### config.mk
export PLATFORM = sky130hd
export DESIGN_NAME = dual_gps_heading_pairer
export DESIGN_NICKNAME = d
export VERILOG_FILES = /design/src/rtl/dgh_pkg.sv /design/src/rtl/dgh_ctrl.sv /design/src/rtl/dgh_dp.sv /design/src/rtl/dual_gps_heading_pairer.sv
export SDC_FILE = /design/constraint.sdc
export NUM_CORES = 2
export LEC_CHECK = 0
export BUFFER_PORTS_ARGS = -buffer_cell sky130_fd_sc_hd__buf_2
export CAP_MARGIN = 10
export CORE_MARGIN = 5
export CORE_UTILIZATION = 55
export DETAILED_ROUTE_END_ITERATION = 7
export PLACE_DENSITY = 0.69
export SYNTH_ARGS = -nofsm -noshare
export SYNTH_HDL_FRONTEND = slang
export SYNTH_HIERARCHICAL = 1
export SYNTH_SLANG_ARGS = --single-unit
### constraint.sdc
create_clock -name clk -period 23 [get_ports clk]
set_input_delay 3.45 -clock clk [delete_from_list [all_inputs] [get_ports clk]]
set_output_delay 3.45 -clock clk [all_outputs]
set_load 0.01 [all_outputs]
### src/rtl/dgh_pkg.sv
`timescale 1ns / 1ps
// ----------------------------------------------------------------------------
// dgh_pkg
// Shared types, constants and tables for the dual receiver heading pairer.
// ----------------------------------------------------------------------------
package dgh_pkg;

  localparam int DEF_QUEUE_DEPTH = 5;

  localparam int CFG_DW = 26;
  localparam int CFG_IW = 2;

  localparam logic [CFG_IW-1:0] CFG_MATCH_WINDOW = 2'd0;
  localparam logic [CFG_IW-1:0] CFG_STARTUP_HOLD = 2'd1;
  localparam logic [CFG_IW-1:0] CFG_HEADING_OFS  = 2'd2;

  localparam logic [9:0]  RST_MATCH_WINDOW = 10'd20;
  localparam logic [25:0] RST_STARTUP_HOLD = 26'd5000000;
  localparam logic [15:0] RST_HEADING_OFS  = 16'd0;

  localparam logic signed [20:0] PI_Q16      = 21'sd205887;
  localparam logic signed [18:0] PI_Q13      = 19'sd25736;
  localparam logic signed [18:0] TWO_PI_Q13  = 19'sd51472;
  localparam logic [4:0]         CORDIC_LAST = 5'd16;

  localparam logic signed [63:0] NORM_LIMIT = 64'sh0400_0000_0000_0000;

  typedef struct packed {
    logic [3:0]         receiver_number;
    logic [27:0]        utc_milli;
    logic signed [39:0] east_mm;
    logic signed [39:0] north_mm;
    logic [52:0]        host_time_us;
  } in_t;

  typedef struct packed {
    logic               heading_valid;
    logic signed [15:0] heading;
    logic [3:0]         heading_receiver;
    logic [52:0]        heading_time_us;
  } out_t;

  typedef struct packed {
    logic [1:0]         rx;
    logic [27:0]        utc;
    logic signed [39:0] east;
    logic signed [39:0] north;
    logic [52:0]        host_time;
  } fix_t;

  typedef enum logic [3:0] {
    S_IDLE, S_LOAD, S_START, S_RDI, S_CHKI, S_RDJ, S_CHKJ,
    S_NORM, S_ITER, S_FIN, S_OUT
  } state_t;

  typedef struct packed {
    logic latch;
    logic admit;
    logic start_i;
    logic dec_i;
    logic start_j;
    logic dec_j;
    logic load_xy;
    logic norm_shift;
    logic rotate;
    logic iter;
    logic fin_hit;
    logic set_none;
    logic emit;
  } cmd_t;

  typedef struct packed {
    logic drop;
    logic fill_zero;
    logic a_rx1;
    logic j_match;
    logic i_zero;
    logic j_zero;
    logic same_time;
    logic norm_done;
    logic iter_last;
    logic out_busy;
  } sts_t;

  function automatic logic signed [20:0] atan_q16(input logic [4:0] idx);
    logic signed [20:0] v;
    case (idx)
      5'd0:  v = 21'sd51472;
      5'd1:  v = 21'sd30385;
      5'd2:  v = 21'sd16055;
      5'd3:  v = 21'sd8150;
      5'd4:  v = 21'sd4091;
      5'd5:  v = 21'sd2047;
      5'd6:  v = 21'sd1024;
      5'd7:  v = 21'sd512;
      5'd8:  v = 21'sd256;
      5'd9:  v = 21'sd128;
      5'd10: v = 21'sd64;
      5'd11: v = 21'sd32;
      5'd12: v = 21'sd16;
      5'd13: v = 21'sd8;
      5'd14: v = 21'sd4;
      5'd15: v = 21'sd2;
      5'd16: v = 21'sd1;
      default: v = 21'sd0;
    endcase
    return v;
  endfunction

endpackage

### src/rtl/dgh_ctrl.sv
`timescale 1ns / 1ps
// ----------------------------------------------------------------------------
// dgh_ctrl
// Sequencer: admit a fix, walk the queue for a pair, run the arctangent.
// ----------------------------------------------------------------------------
module dgh_ctrl (
  input  logic          clk,
  input  logic          rst_n,
  input  logic          in_valid,
  output logic          in_ready,
  input  dgh_pkg::sts_t sts,
  output dgh_pkg::cmd_t cmd
);
  import dgh_pkg::*;

  state_t state_r, state_nxt;

  always_ff @(posedge clk) begin
    if (!rst_n) begin
      state_r <= S_IDLE;
    end else begin
      state_r <= state_nxt;
    end
  end

  always_comb begin
    state_nxt = state_r;
    unique case (state_r)
      S_IDLE:  if (in_valid) state_nxt = S_LOAD;
      S_LOAD:  state_nxt = sts.drop ? S_OUT : S_START;
      S_START: state_nxt = sts.fill_zero ? S_OUT : S_RDI;
      S_RDI:   state_nxt = S_CHKI;
      S_CHKI: begin
        if (sts.a_rx1) state_nxt = S_RDJ;
        else if (sts.i_zero) state_nxt = S_OUT;
        else state_nxt = S_RDI;
      end
      S_RDJ:   state_nxt = S_CHKJ;
      S_CHKJ: begin
        if (sts.j_match) state_nxt = sts.same_time ? S_OUT : S_NORM;
        else if (!sts.j_zero) state_nxt = S_RDJ;
        else if (sts.i_zero) state_nxt = S_OUT;
        else state_nxt = S_RDI;
      end
      S_NORM:  if (sts.norm_done) state_nxt = S_ITER;
      S_ITER:  if (sts.iter_last) state_nxt = S_FIN;
      S_FIN:   state_nxt = S_OUT;
      S_OUT:   if (!sts.out_busy) state_nxt = S_IDLE;
      default: state_nxt = S_IDLE;
    endcase
  end

  always_comb begin
    cmd      = '0;
    in_ready = 1'b0;
    unique case (state_r)
      S_IDLE: begin
        in_ready  = 1'b1;
        cmd.latch = in_valid;
      end
      S_LOAD: begin
        cmd.admit    = 1'b1;
        cmd.set_none = sts.drop;
      end
      S_START: begin
        cmd.set_none = sts.fill_zero;
        cmd.start_i  = !sts.fill_zero;
      end
      S_RDI: ;
      S_CHKI: begin
        cmd.start_j  = sts.a_rx1;
        cmd.set_none = !sts.a_rx1 && sts.i_zero;
        cmd.dec_i    = !sts.a_rx1 && !sts.i_zero;
      end
      S_RDJ: ;
      S_CHKJ: begin
        if (sts.j_match) begin
          cmd.set_none = sts.same_time;
          cmd.load_xy  = !sts.same_time;
        end else if (!sts.j_zero) begin
          cmd.dec_j = 1'b1;
        end else if (sts.i_zero) begin
          cmd.set_none = 1'b1;
        end else begin
          cmd.dec_i = 1'b1;
        end
      end
      S_NORM: begin
        cmd.norm_shift = !sts.norm_done;
        cmd.rotate     = sts.norm_done;
      end
      S_ITER:  cmd.iter    = 1'b1;
      S_FIN:   cmd.fin_hit = 1'b1;
      S_OUT:   cmd.emit    = !sts.out_busy;
      default: ;
    endcase
  end

endmodule

### src/rtl/dgh_dp.sv
`timescale 1ns / 1ps
// ----------------------------------------------------------------------------
// dgh_dp
// Datapath: config registers, fix queue memory, pair search compare,
// normalizer, CORDIC vectoring unit and the result register.
// ----------------------------------------------------------------------------
module dgh_dp #(
  parameter int QUEUE_DEPTH = dgh_pkg::DEF_QUEUE_DEPTH
) (
  input  logic                        clk,
  input  logic                        rst_n,
  input  logic                        cfg_we,
  input  logic [dgh_pkg::CFG_IW-1:0]  cfg_index,
  input  logic [dgh_pkg::CFG_DW-1:0]  cfg_data,
  input  dgh_pkg::in_t                in_data,
  output logic                        out_valid,
  input  logic                        out_ready,
  output dgh_pkg::out_t               out_data,
  input  dgh_pkg::cmd_t               cmd,
  output dgh_pkg::sts_t               sts
);
  import dgh_pkg::*;

  localparam int PW = (QUEUE_DEPTH > 1) ? $clog2(QUEUE_DEPTH) : 1;
  localparam int FW = $clog2(QUEUE_DEPTH + 1);
  localparam logic [FW-1:0] FULL = FW'(QUEUE_DEPTH);
  localparam logic [PW:0]   DEPTH_W = (PW + 1)'(QUEUE_DEPTH);
  localparam logic [PW-1:0] LAST_P  = PW'(QUEUE_DEPTH - 1);

  // configuration
  logic [9:0]         win_r;
  logic [25:0]        hold_r;
  logic signed [15:0] ofs_r;

  always_ff @(posedge clk) begin
    if (!rst_n) begin
      win_r  <= RST_MATCH_WINDOW;
      hold_r <= RST_STARTUP_HOLD;
      ofs_r  <= RST_HEADING_OFS;
    end else if (cfg_we) begin
      unique case (cfg_index)
        CFG_MATCH_WINDOW: win_r  <= cfg_data[9:0];
        CFG_STARTUP_HOLD: hold_r <= cfg_data[25:0];
        CFG_HEADING_OFS:  ofs_r  <= cfg_data[15:0];
        default: ;
      endcase
    end
  end

  // input latch and startup hold
  in_t         fix_r;
  logic        seen_r;
  logic [52:0] first_r;
  logic [52:0] first_eff;
  logic        drop;

  always_ff @(posedge clk) begin
    if (cmd.latch) fix_r <= in_data;
  end

  assign first_eff = seen_r ? first_r : fix_r.host_time_us;
  assign drop = (fix_r.host_time_us < first_eff) ||
                ((fix_r.host_time_us - first_eff) < 53'(hold_r));

  always_ff @(posedge clk) begin
    if (!rst_n) begin
      seen_r  <= 1'b0;
      first_r <= '0;
    end else if (cmd.admit && !seen_r) begin
      seen_r  <= 1'b1;
      first_r <= fix_r.host_time_us;
    end
  end

  // circular queue
  fix_t          mem [QUEUE_DEPTH];
  logic [PW-1:0] head_r;
  logic [FW-1:0] fill_r;
  logic [PW-1:0] i_r, j_r;
  fix_t          a_q, b_q;
  logic          push;
  logic [PW-1:0] wr_addr;

  function automatic logic [PW-1:0] phys(input logic [PW-1:0] h, input logic [PW:0] idx);
    logic [PW:0] s;
    s = {1'b0, h} + idx;
    if (s >= DEPTH_W) s = s - DEPTH_W;
    return s[PW-1:0];
  endfunction

  assign push = cmd.admit && !drop &&
                (fix_r.receiver_number == 4'd1 || fix_r.receiver_number == 4'd2);
  assign wr_addr = (fill_r == FULL) ? head_r : phys(head_r, (PW + 1)'(fill_r));

  always_ff @(posedge clk) begin
    if (!rst_n) begin
      head_r <= '0;
      fill_r <= '0;
    end else if (push) begin
      if (fill_r == FULL) begin
        head_r <= (head_r == LAST_P) ? '0 : head_r + 1'b1;
      end else begin
        fill_r <= fill_r + 1'b1;
      end
    end
  end

  always_ff @(posedge clk) begin
    if (push) begin
      mem[wr_addr] <= '{rx: fix_r.receiver_number[1:0], utc: fix_r.utc_milli,
                        east: fix_r.east_mm, north: fix_r.north_mm,
                        host_time: fix_r.host_time_us};
    end
    a_q <= mem[phys(head_r, {1'b0, i_r})];
    b_q <= mem[phys(head_r, {1'b0, j_r})];
  end

  always_ff @(posedge clk) begin
    if (cmd.start_i) i_r <= PW'(fill_r - 1'b1);
    else if (cmd.dec_i) i_r <= i_r - 1'b1;
    if (cmd.start_j) j_r <= PW'(fill_r - 1'b1);
    else if (cmd.dec_j) j_r <= j_r - 1'b1;
  end

  logic signed [28:0] udiff;
  logic [28:0]        umag;
  logic [52:0]        last_r;

  assign udiff = $signed({1'b0, b_q.utc}) - $signed({1'b0, a_q.utc});
  assign umag  = udiff[28] ? 29'(-udiff) : 29'(udiff);

  // arctangent
  logic signed [63:0] x_r, y_r;
  logic signed [20:0] z_r;
  logic [4:0]         k_r;
  logic               zero_r;
  logic signed [63:0] sx, sy;
  logic               x_small, y_small;

  assign sx = x_r >>> k_r;
  assign sy = y_r >>> k_r;
  assign x_small = (x_r < NORM_LIMIT) && (x_r > -NORM_LIMIT);
  assign y_small = (y_r < NORM_LIMIT) && (y_r > -NORM_LIMIT);

  always_ff @(posedge clk) begin
    if (cmd.load_xy) begin
      x_r    <= 64'(a_q.east - b_q.east);
      y_r    <= 64'(a_q.north - b_q.north);
      zero_r <= (a_q.east == b_q.east) && (a_q.north == b_q.north);
    end else if (cmd.norm_shift) begin
      x_r <= x_r <<< 1;
      y_r <= y_r <<< 1;
    end else if (cmd.rotate) begin
      k_r <= '0;
      if (x_r < 0) begin
        z_r <= (y_r >= 0) ? PI_Q16 : -PI_Q16;
        x_r <= -x_r;
        y_r <= -y_r;
      end else begin
        z_r <= '0;
      end
    end else if (cmd.iter) begin
      k_r <= k_r + 1'b1;
      if (y_r > 0) begin
        x_r <= x_r + sy;
        y_r <= y_r - sx;
        z_r <= z_r + atan_q16(k_r);
      end else begin
        x_r <= x_r - sy;
        y_r <= y_r + sx;
        z_r <= z_r - atan_q16(k_r);
      end
    end
  end

  // round, add offset, wrap
  logic signed [20:0] zr;
  logic signed [18:0] ang, h0, h1;

  assign zr  = z_r + 21'sd4;
  assign ang = zero_r ? 19'sd0 : 19'(zr >>> 3);
  assign h0  = ang + 19'(ofs_r);
  always_comb begin
    if (h0 > PI_Q13) h1 = h0 - TWO_PI_Q13;
    else if (h0 < -PI_Q13) h1 = h0 + TWO_PI_Q13;
    else h1 = h0;
  end

  // result and output register
  logic               res_valid_r;
  logic signed [15:0] res_heading_r;
  logic [3:0]         res_rx_r;
  logic [52:0]        res_time_r;
  logic               out_valid_r;
  out_t               out_r;

  always_ff @(posedge clk) begin
    if (cmd.set_none) begin
      res_valid_r   <= 1'b0;
      res_heading_r <= '0;
      res_rx_r      <= '0;
      res_time_r    <= '0;
    end else begin
      if (cmd.load_xy) begin
        res_rx_r   <= 4'(a_q.rx);
        res_time_r <= a_q.host_time;
      end
      if (cmd.fin_hit) begin
        res_valid_r   <= 1'b1;
        res_heading_r <= h1[15:0];
      end
    end
  end

  always_ff @(posedge clk) begin
    if (!rst_n) begin
      out_valid_r <= 1'b0;
      last_r      <= '0;
    end else begin
      if (cmd.emit) begin
        out_valid_r <= 1'b1;
        if (res_valid_r) last_r <= res_time_r;
      end else if (out_ready) begin
        out_valid_r <= 1'b0;
      end
    end
  end

  always_ff @(posedge clk) begin
    if (cmd.emit) begin
      out_r <= '{heading_valid: res_valid_r, heading: res_heading_r,
                 heading_receiver: res_rx_r, heading_time_us: res_time_r};
    end
  end

  assign out_valid = out_valid_r;
  assign out_data  = out_r;

  always_comb begin
    sts           = '0;
    sts.drop      = drop;
    sts.fill_zero = (fill_r == '0);
    sts.a_rx1     = (a_q.rx == 2'd1);
    sts.j_match   = (b_q.rx == 2'd2) && (umag < 29'(win_r));
    sts.i_zero    = (i_r == '0);
    sts.j_zero    = (j_r == '0);
    sts.same_time = (a_q.host_time == last_r);
    sts.norm_done = zero_r || !(x_small && y_small);
    sts.iter_last = (k_r == CORDIC_LAST);
    sts.out_busy  = out_valid_r && !out_ready;
  end

endmodule

### src/rtl/dual_gps_heading_pairer.sv
`timescale 1ns / 1ps
// ----------------------------------------------------------------------------
// dual_gps_heading_pairer
// Pairs receiver-1 and receiver-2 position fixes into a heading angle.
// ----------------------------------------------------------------------------
// One fix is worked at a time and every accepted fix yields exactly one
// result (heading_valid low when no new heading). A fix dropped by the
// startup hold goes straight to the output; otherwise the pair search visits
// queue entries, and on a match with a new host time the block runs one-bit
// normalizing shifts, the quadrant pre-rotation, the 17-step CORDIC and the
// final rounding. A result waiting in the output register stalls the next
// fix only at its final step.
module dual_gps_heading_pairer #(
  parameter int QUEUE_DEPTH = dgh_pkg::DEF_QUEUE_DEPTH
) (
  input  logic                        clk,
  input  logic                        rst_n,
  input  logic                        in_valid,
  output logic                        in_ready,
  input  dgh_pkg::in_t                in_data,
  output logic                        out_valid,
  input  logic                        out_ready,
  output dgh_pkg::out_t               out_data,
  input  logic                        cfg_we,
  input  logic [dgh_pkg::CFG_IW-1:0]  cfg_index,
  input  logic [dgh_pkg::CFG_DW-1:0]  cfg_data
);
  import dgh_pkg::*;

  cmd_t cmd;
  sts_t sts;

  dgh_ctrl u_ctrl (
    .clk      (clk),
    .rst_n    (rst_n),
    .in_valid (in_valid),
    .in_ready (in_ready),
    .sts      (sts),
    .cmd      (cmd)
  );

  dgh_dp #(.QUEUE_DEPTH(QUEUE_DEPTH)) u_dp (
    .clk       (clk),
    .rst_n     (rst_n),
    .cfg_we    (cfg_we),
    .cfg_index (cfg_index),
    .cfg_data  (cfg_data),
    .in_data   (in_data),
    .out_valid (out_valid),
    .out_ready (out_ready),
    .out_data  (out_data),
    .cmd       (cmd),
    .sts       (sts)
  );

  a_one_at_a_time: assert property (@(posedge clk) disable iff (!rst_n)
    in_valid && in_ready |=> !in_ready)
    else $error("fix accepted while another is in flight");

  a_empty_result: assert property (@(posedge clk) disable iff (!rst_n)
    out_valid && !out_data.heading_valid |->
      out_data.heading == 16'sd0 && out_data.heading_receiver == 4'd0 &&
      out_data.heading_time_us == 53'd0)
    else $error("result without heading carries nonzero fields");

  a_heading_range: assert property (@(posedge clk) disable iff (!rst_n)
    out_valid && out_data.heading_valid |->
      out_data.heading <= 16'sd25736 && out_data.heading >= -16'sd25736 &&
      out_data.heading_receiver == 4'd1)
    else $error("heading out of range or wrong receiver");

endmodule
## Word-level counts from Yosys, hierarchy flattened

Memory sizes are Yosys's and may differ from the RTL's. A register that Yosys moved wholly into a read port is not among the register bits.
Index checks and enable logic that the tools add are counted.
W data, S select, Z words.

| storage, ports and cells | value |
|---|---|
| output and inout bits | 76 |
| register bits after elaboration | 640 |
| memory bits (writable) | 815 |
| word-level logic and storage cells | 235 |
| memories | 3 |
| bits in read-only memories | 1024 |
| bits of input ports | 198 |

| cells by class | value |
|---|---|
| equal/unequal tests | 27 |
| reduce and logical (&&, ||, !) cells | 43 |
| order comparisons | 15 |
| muxes and demuxes | 83 |
| add/sub/neg operators | 29 |
| shifts and indexed selects | 2 |
| bitwise operators | 3 |

Memory list:

| memory | depth | bits a word | read ports | clocked after Yosys merged registers in | wr ports | RTL line | RTL |
|---|---|---|---|---|---|---|---|
| u_dp.mem | 5 | 163 | 2 | 2 | 1 | dgh_dp.sv:76 | `fix_t mem [QUEUE_DEPTH];` |
| (no name shown) | 32 | 16 | 1 | 1 | 0 | dgh_pkg.sv:87 | `case (idx)` |
| (no name shown) | 32 | 16 | 1 | 1 | 0 | dgh_pkg.sv:87 |  |

Operators by type and width:

| kind | count |
|---|---|
| $mux W64 | 12 |
| $mux W21 | 15 |
| $add A64 B64 Y64 | 2 |
| $gt A64 B59 Y1 const B | 2 |
| $lt A64 B60 Y1 const B | 2 |
| $neg A64 Y64 | 2 |
| $sshr A64 B5 Y64 | 2 |
| $sub A64 B64 Y64 | 2 |
| $sub A40 B40 Y41 | 2 |
| $eq A40 B40 Y1 | 2 |
| $ge A64 B1 Y1 const B | 1 |
| $gt A64 B1 Y1 const B | 1 |
| $lt A64 B1 Y1 const B | 1 |
| $eq A53 B53 Y1 | 1 |
| $lt A53 B26 Y1 | 1 |
| $lt A53 B53 Y1 | 1 |
| $mux W53 | 1 |
| $sub A53 B53 Y53 | 1 |
| $mux W4 | 11 |
| $pmux W4 S11 | 1 |
| $mux W16 | 2 |
| $lt A29 B10 Y1 | 1 |
| $mux W29 | 1 |
| $neg A29 Y29 | 1 |
| other kinds (45) | 134 |

## Logic depth before layout (Yosys ltp)

| depth | value |
|---|---|
| depth after elaboration | 14 |
| gate-level depth with buffers | 42 |
| depth with buffers taken out | 41 |

## By module

Netlist, hierarchy kept.

Modules (own cells, without submodules):

| module | times used | seq. area each (µm²) | area an instance (µm²) | cells each |
|---|---|---|---|---|
| dgh_dp | 1 | 46975.1 | 101866.4 | 9017 |
| dgh_ctrl | 1 | 80.1 | 520.5 | 71 |

## Worst setup path after synthesis

No wires, ideal clock.

| timing | value |
|---|---|
| path kind | reg2reg |
| start point | register u_dp.seen_r |
| end point | memory u_dp/mem[2][0] (netlist name), enable pin |
| arrival time | 20099 ps |
| stages on the path, launching flop included | 27 |
| library setup time | 1084 ps |
| clock period less this slack | 21183 ps |
| slack | 1817 ps |
| cell sequence | dfxtp_1 > buf_1 > buf_1 > o21ai_0 > ha_1 > fa_1 > nand2b_1 > a21o_1 > a2111oi_4 > o21ai_2 > o31a_1 > nor3_1 > nor2_1 > xnor2_1 > ha_1 > nand3_1 > nor2_1 > o21ai_0 > a211oi_1 > o221ai_1 > nand4_1 > or4_1 > or4_4 > o31ai_4 > or2_1 > buf_6 > nor4_1 |

| on the way | value |
|---|---|
| longest elaborated chain between the ends | 9 |
| elaborated cells on any way between the ends | 10 |
| classes of those cells | 1 x add/sub; 2 x order compare; 3 x mux; 4 x reduce/logical |

RTL lines:

| item | RTL line | RTL |
|---|---|---|
| from (decl) | dgh_dp.sv:52 | `logic seen_r;` |
| from (signal assigned) | dgh_dp.sv:67 | `seen_r <= 1'b0;` |
| from (signal assigned) | dgh_dp.sv:70 | `seen_r <= 1'b1;` |
| $mux W53 (*) | dgh_dp.sv:61 | `assign first_eff = seen_r ? first_r : fix_r.host_time_us;` |
| $sub A53 B53 Y53 | dgh_dp.sv:63 | `((fix_r.host_time_us - first_eff) < 53'(hold_r));` |
| $lt A53 B26 Y1 | dgh_dp.sv:63 |  |
| $logic_or A1 B1 Y1 (*) | dgh_dp.sv:62 | `assign drop = (fix_r.host_time_us < first_eff) \|\|` |
| net u_dp.drop | dgh_dp.sv:55 | `logic drop;` |
| $logic_not A1 Y1 (*) | dgh_dp.sv:91 | `assign push = cmd.admit && !drop &&` |
| $logic_and A1 B1 Y1 (*) (2 in a row) | dgh_dp.sv:91 |  |
| $mux W1 (*) | dgh_dp.sv:109 | `if (push) begin` |
| $mux W1 (not written as such) (*) | dgh_dp.sv:110 | `mem[wr_addr] <= '{rx: fix_r.receiver_number[1:0], utc: fix_r.utc_milli,` |
| to (decl) | dgh_dp.sv:76 |  |

The timed path passes the listed nets; every way through them passes the cells marked *.

## Final worst setup path

| timing | value |
|---|---|
| start point | register u_dp.k_r[1] |
| end point | register u_dp.y_r[60], data pin |

| on the way | value |
|---|---|
| longest elaborated chain between the ends | 7 |
| elaborated cells on any way between the ends | 8 |
| classes of those cells | 2 x add/sub; 1 x shift; 5 x mux |

RTL lines:

| item | RTL line | RTL |
|---|---|---|
| from (decl) | dgh_dp.sv:135 | `logic [4:0] k_r;` |
| from (signal assigned) | dgh_dp.sv:163 | `k_r <= k_r + 1'b1;` |
| $sshr A64 B5 Y64 (*) | dgh_dp.sv:140 | `assign sx = x_r >>> k_r;` |
| $add A64 B64 Y64 or $sub A64 B64 Y64 (tied branches) | dgh_dp.sv:170, dgh_dp.sv:166 |  |
| $mux W64 (*) | dgh_dp.sv:164 | `if (y_r > 0) begin` |
| $mux W64 (*) | dgh_dp.sv:162 | `end else if (cmd.iter) begin` |
| $mux W64 (*) | dgh_dp.sv:153 | `end else if (cmd.rotate) begin` |
| $mux W64 (*) | dgh_dp.sv:150 | `end else if (cmd.norm_shift) begin` |
| $mux W64 (*) | dgh_dp.sv:146 | `if (cmd.load_xy) begin` |
| to (signal assigned) | dgh_dp.sv:148 | `y_r <= 64'(a_q.north - b_q.north);` |
| to (signal assigned) | dgh_dp.sv:152 | `y_r <= y_r <<< 1;` |
| to (signal assigned) | dgh_dp.sv:166 | `y_r <= y_r - sx;` |
| to (decl) | dgh_dp.sv:133 | `logic signed [63:0] x_r, y_r;` |

Mark *: on every way between the ends. The rest lies on a longest branch, timed or not. The select of a mux whose other input is x is not followed.
A chain may end at the register's enable or synchronous reset.

==> impl_metrics.py <==
metrics = {
    "clock_network": {
        "insertion_delay_ns": 0.85,
        "max-clock-path-buffers": 3,
        "clock_root_cell": "sky130_fd_sc_hd__clkbuf_16",
        "postCtsSetupBuffers": 0,
        "cts_sinks": 1744,
        "cts.repair.resized": 0,
        "holdBufCountCts": 0,
        "tritoncts_buffer_count": 181,
        "clkTransAtPathRegs_ns": 0.07,
        "htreeDepth": 4,
        "tritoncts": "yes",
    },
    "yosys": {
        "yosysUniqueCellTypes": 118,
        "synth_warn": 6,
        "syn_std_cell_area_sq_um": 102000,
        "async_flop_share_pct": 0,
        "post_synth_inst_count": 9088,
        "post_synth.cell_area_avg_sq_um": 11.3,
        "synth.ff_latch_count": 1744,
        "synth_edf_count": 1213,
        "seq_area_frac_synth_pct": 46.0,
        "synth_flop_cell": "sky130_fd_sc_hd__edfxtp_1",
    },
    "die": {
        "floorplan.die.height_um": 441,
        "die_area_sq_um": 195000,
        "initial_core_util_pct": 55.3,
        "floorplan.rows": 158,
        "fp.coreArea_sq_um": 185000,
        "io_pins": 274,
        "die_width_um": 441,
    },
    "pwr": {
        "leakagePower_nw": 40.6,
        "total_switching_power_mw": 6.58,
        "netSwitchingFraction_pct": 41.9,
        "power-per-cell-area_nw_per_um2": 141,
        "internal_power_mw": 9.13,
        "combinationalPowerShare_pct": 51.4,
        "power.share.clock_pct": 19.0,
        "p_seq_share_pct": 29.5,
        "vdd.ir_drop.worst_mv": 0.0784,
    },
    "finish": {
        "layout-drive-gt1-share_pct": 17.3,
        "nets": 9719,
        "postLayoutCoreUtil_pct": 60.3,
        "layout.cells.most_common": "sky130_fd_sc_hd__edfxtp_1",
        "final_cell_mix": "sky130_fd_sc_hd__edfxtp_1 (1213), sky130_fd_sc_hd__nand2_1 (890), sky130_fd_sc_hd__dfxtp_1 (530), sky130_fd_sc_hd__nor2_1 (519), sky130_fd_sc_hd__a21oi_1 (515)",
        "area_delta_synth_final_pct": 9.15,
        "fin_cells": 11700,
        "fill_cells": 14900,
    },
    "outcome": {
        "outcome": "finished clean",
    },
    "detailed_routing": {
        "detail_route.first_pass.iterations": 6,
        "route.detailed.drc": 0,
        "wire_per_inst_um": 25.5,
        "vias_per_cell": 6.45,
        "drtAntennaViolNets": 0,
        "drt-initial-drc-count": 8198,
        "postRouteWirelength_um": 299000,
        "via_count_of_the_routed_design": 75700,
    },
    "worst_setup_path": {
        "cp_common_cell": "sky130_fd_sc_hd__buf_4",
        "slowest_stage": "sky130_fd_sc_hd__buf_4",
        "maximum_fanout_encountered_on_the_critical_timing_path": 59,
        "critPathLaunchType": "flip-flop",
        "worstPathArrival_ns": 11.20,
        "worst_setup_path_end_kind": "flip-flop",
        "biggest_cell_delay_along_the_critical_path_ns": 0.79,
        "cp.required_ns": 23.60,
        "critical_path_class": "reg -> reg",
    },
    "timing": {
        "setup_viol": 0,
        "fin_tns_setup_ns": 0,
        "final.min_clock_period_ns": 10.60,
        "max_freq_mhz": 94.4,
        "post-route-worst-setup-slack_ns": 12.40,
        "hold_viol_final": 0,
        "timing_worst_slew_pin_value_ns": 1.31,
        "final.setup_skew_ns": 0.0606,
        "maxSlewHeadroom_pct": 12.2,
        "slew_viol_final": 0,
        "rsz0062_at_grt": "no",
        "fin_hold_ws_ns": 0.433,
        "fin_crit_sh_pct": 46.1,
    },
    "placed_design": {
        "routabilityCongestion": 1.02,
        "dpl_worst_slack_ns": 12.55,
        "place_hpwl_um": 209000,
        "dpl.cell_count": 11400,
        "placement.io_buffers": 271,
    },
    "grt": {
        "globalRouteTotalUtil_pct": 30.1,
        "grt_antenna_before_repair": 13,
        "maximum_number_of_pins_on_one_net_before_global_route_repair": 126,
        "overflow_after_grt": 0,
        "grt_first_pass_wirelength_um": 451000,
        "via_count_of_the_first_global_routing_pass": 73000,
    },
    "worst_hold_path": {
        "hold_path.class": "reg -> reg",
    },
    "flow_run": {
        "max-cap-violations": 0,
    },
}
[metal layers]
| metal | global-route usage, % | vias up | part of all wire [%] |
|---|---|---|---|
| met1 | 42.6 | 37400 | 42 |
| met2 | 46.6 | 3533 | 46 |
| met5 | 0.0248 | - | 0.011 |
| li1 | - | 34200 | - |
| met4 | 8.93 | 4 | 3.1 |
| met3 | 7.08 | 548 | 9.5 |
[final timing paths]
kind / cells past startpoint / from / to / slack (ns)
hold reg to reg: 0 / u_dp/res_rx_r[0] / u_dp/out_data[53] / 0.43
setup reg to reg: 28 / u_dp/k_r[1] / u_dp/y_r[60] / 12.40
hold / removal: 0 / u_dp/res_rx_r[0] / u_dp/out_data[53] / 0.43
setup / recovery: 28 / u_dp/k_r[1] / u_dp/y_r[60] / 12.40
[cell families after synthesis]
kind of cell               count (synthesis)  share of synthesized area, %
other                                      1                       0.00366
buffers and inverters                    890                          3.50
AOI/OAI and AO/OA                       2043                          12.9
adders and majority gates                428                          5.31
muxes                                   1096                          16.7
xor gates and xnor gates                 576                          4.93
and+or+nand+nor                         2310                          10.6
DFF                                     1744                          46.0
[registers in the layout, summed over array words and instances, names as in the netlist, 2 cells and up, named ones only]
register and flops:
u_dp/win_r 10, u_dp/res_rx_r 2, u_dp/fill_r 3, u_dp/last_r 53
u_dp/i_r 3, u_dp/out_data 72, u_dp/j_r 3, u_ctrl/state_r 4
u_dp/res_time_r 53, u_dp/fix_r 165, u_dp/a_q 163, u_dp/b_q 110
u_dp/z_r 21, u_dp/hold_r 26, u_dp/k_r 5, u_dp/first_r 53
u_dp/x_r 64, u_dp/y_r 64, u_dp/head_r 3, u_dp/res_heading_r 16
u_dp/ofs_r 16, u_dp/mem 815
[cells in the mapped netlist, types with 81 or more instances]
cell type | number | area, sq um
sky130_fd_sc_hd__nand3_1 | 139 | 696
sky130_fd_sc_hd__nor3_1 | 128 | 641
sky130_fd_sc_hd__nor2b_1 | 87 | 544
sky130_fd_sc_hd__a21oi_1 | 516 | 2580
sky130_fd_sc_hd__mux4_2 | 455 | 10200
sky130_fd_sc_hd__edfxtp_1 | 1213 | 36400
sky130_fd_sc_hd__o211ai_1 | 100 | 751
sky130_fd_sc_hd__a21boi_0 | 161 | 1210
sky130_fd_sc_hd__xor2_1 | 258 | 2260
sky130_fd_sc_hd__a31oi_1 | 81 | 507
sky130_fd_sc_hd__xnor2_1 | 318 | 2790
sky130_fd_sc_hd__nor2_1 | 522 | 1960
sky130_fd_sc_hd__mux2_2 | 353 | 3980
sky130_fd_sc_hd__ha_1 | 417 | 5220
sky130_fd_sc_hd__o21ai_0 | 438 | 2190
sky130_fd_sc_hd__mux2i_1 | 288 | 2880
sky130_fd_sc_hd__nand2_1 | 892 | 3350
sky130_fd_sc_hd__inv_1 | 323 | 1210
sky130_fd_sc_hd__clkbuf_1 | 402 | 1510
sky130_fd_sc_hd__a21o_1 | 194 | 1460
sky130_fd_sc_hd__dfxtp_1 | 531 | 10600
[per-stage QoR]
stage / cell area (sq um) / power [mW]
floorplan: 102000 / 10.5
global route: 112000 / 16.7
finish: 112000 / 15.7
CTS: 112000 / 15.6
detailed placement: 106000 / 12.5
global placement: 106000 / 12.4
[layout make-up]
class	instances	area, sq um	area share [%]
timing repair buffer	383	2280	2.04
sequential	1744	47100	42.1
clock buffer	257	5200	4.65
tap	2480	3100	2.78
multi-input combinational	6455	51900	46.5
antenna	6	15.0	0.0134
inverter	328	1240	1.11
clock inverter	86	938	0.840
[worst max-delay path: cells and delay by family, from the launching register on]
| kind | cells | cell delay, ns |
|---|---|---|
| flip-flops | 1 | 0.36 |
| XOR/XNOR | 1 | 0.13 |
| multiplexers | 2 | 0.85 |
| buffers and inverters | 5 | 2.90 |
| AO/OA/AOI/OAI | 11 | 3.60 |
| adder cells (fa/ha/maj) | 1 | 0.33 |
| AND/OR/NAND/NOR | 8 | 2.06 |
[power by group through the flow]
| stage | registers [mW] | logic (mW) | clock network, mW |
|---|---|---|---|
| after floorplan | 4.33 | 6.16 | 0 |
| after global placement | 4.66 | 7.78 | 0 |
| after detailed placement | 4.67 | 7.85 | 0 |
| after CTS | 4.61 | 7.92 | 3.05 |
| after global routing | 4.67 | 8.82 | 3.18 |
| final | 4.64 | 8.08 | 2.99 |
Power figures use the tool's default switching activity.
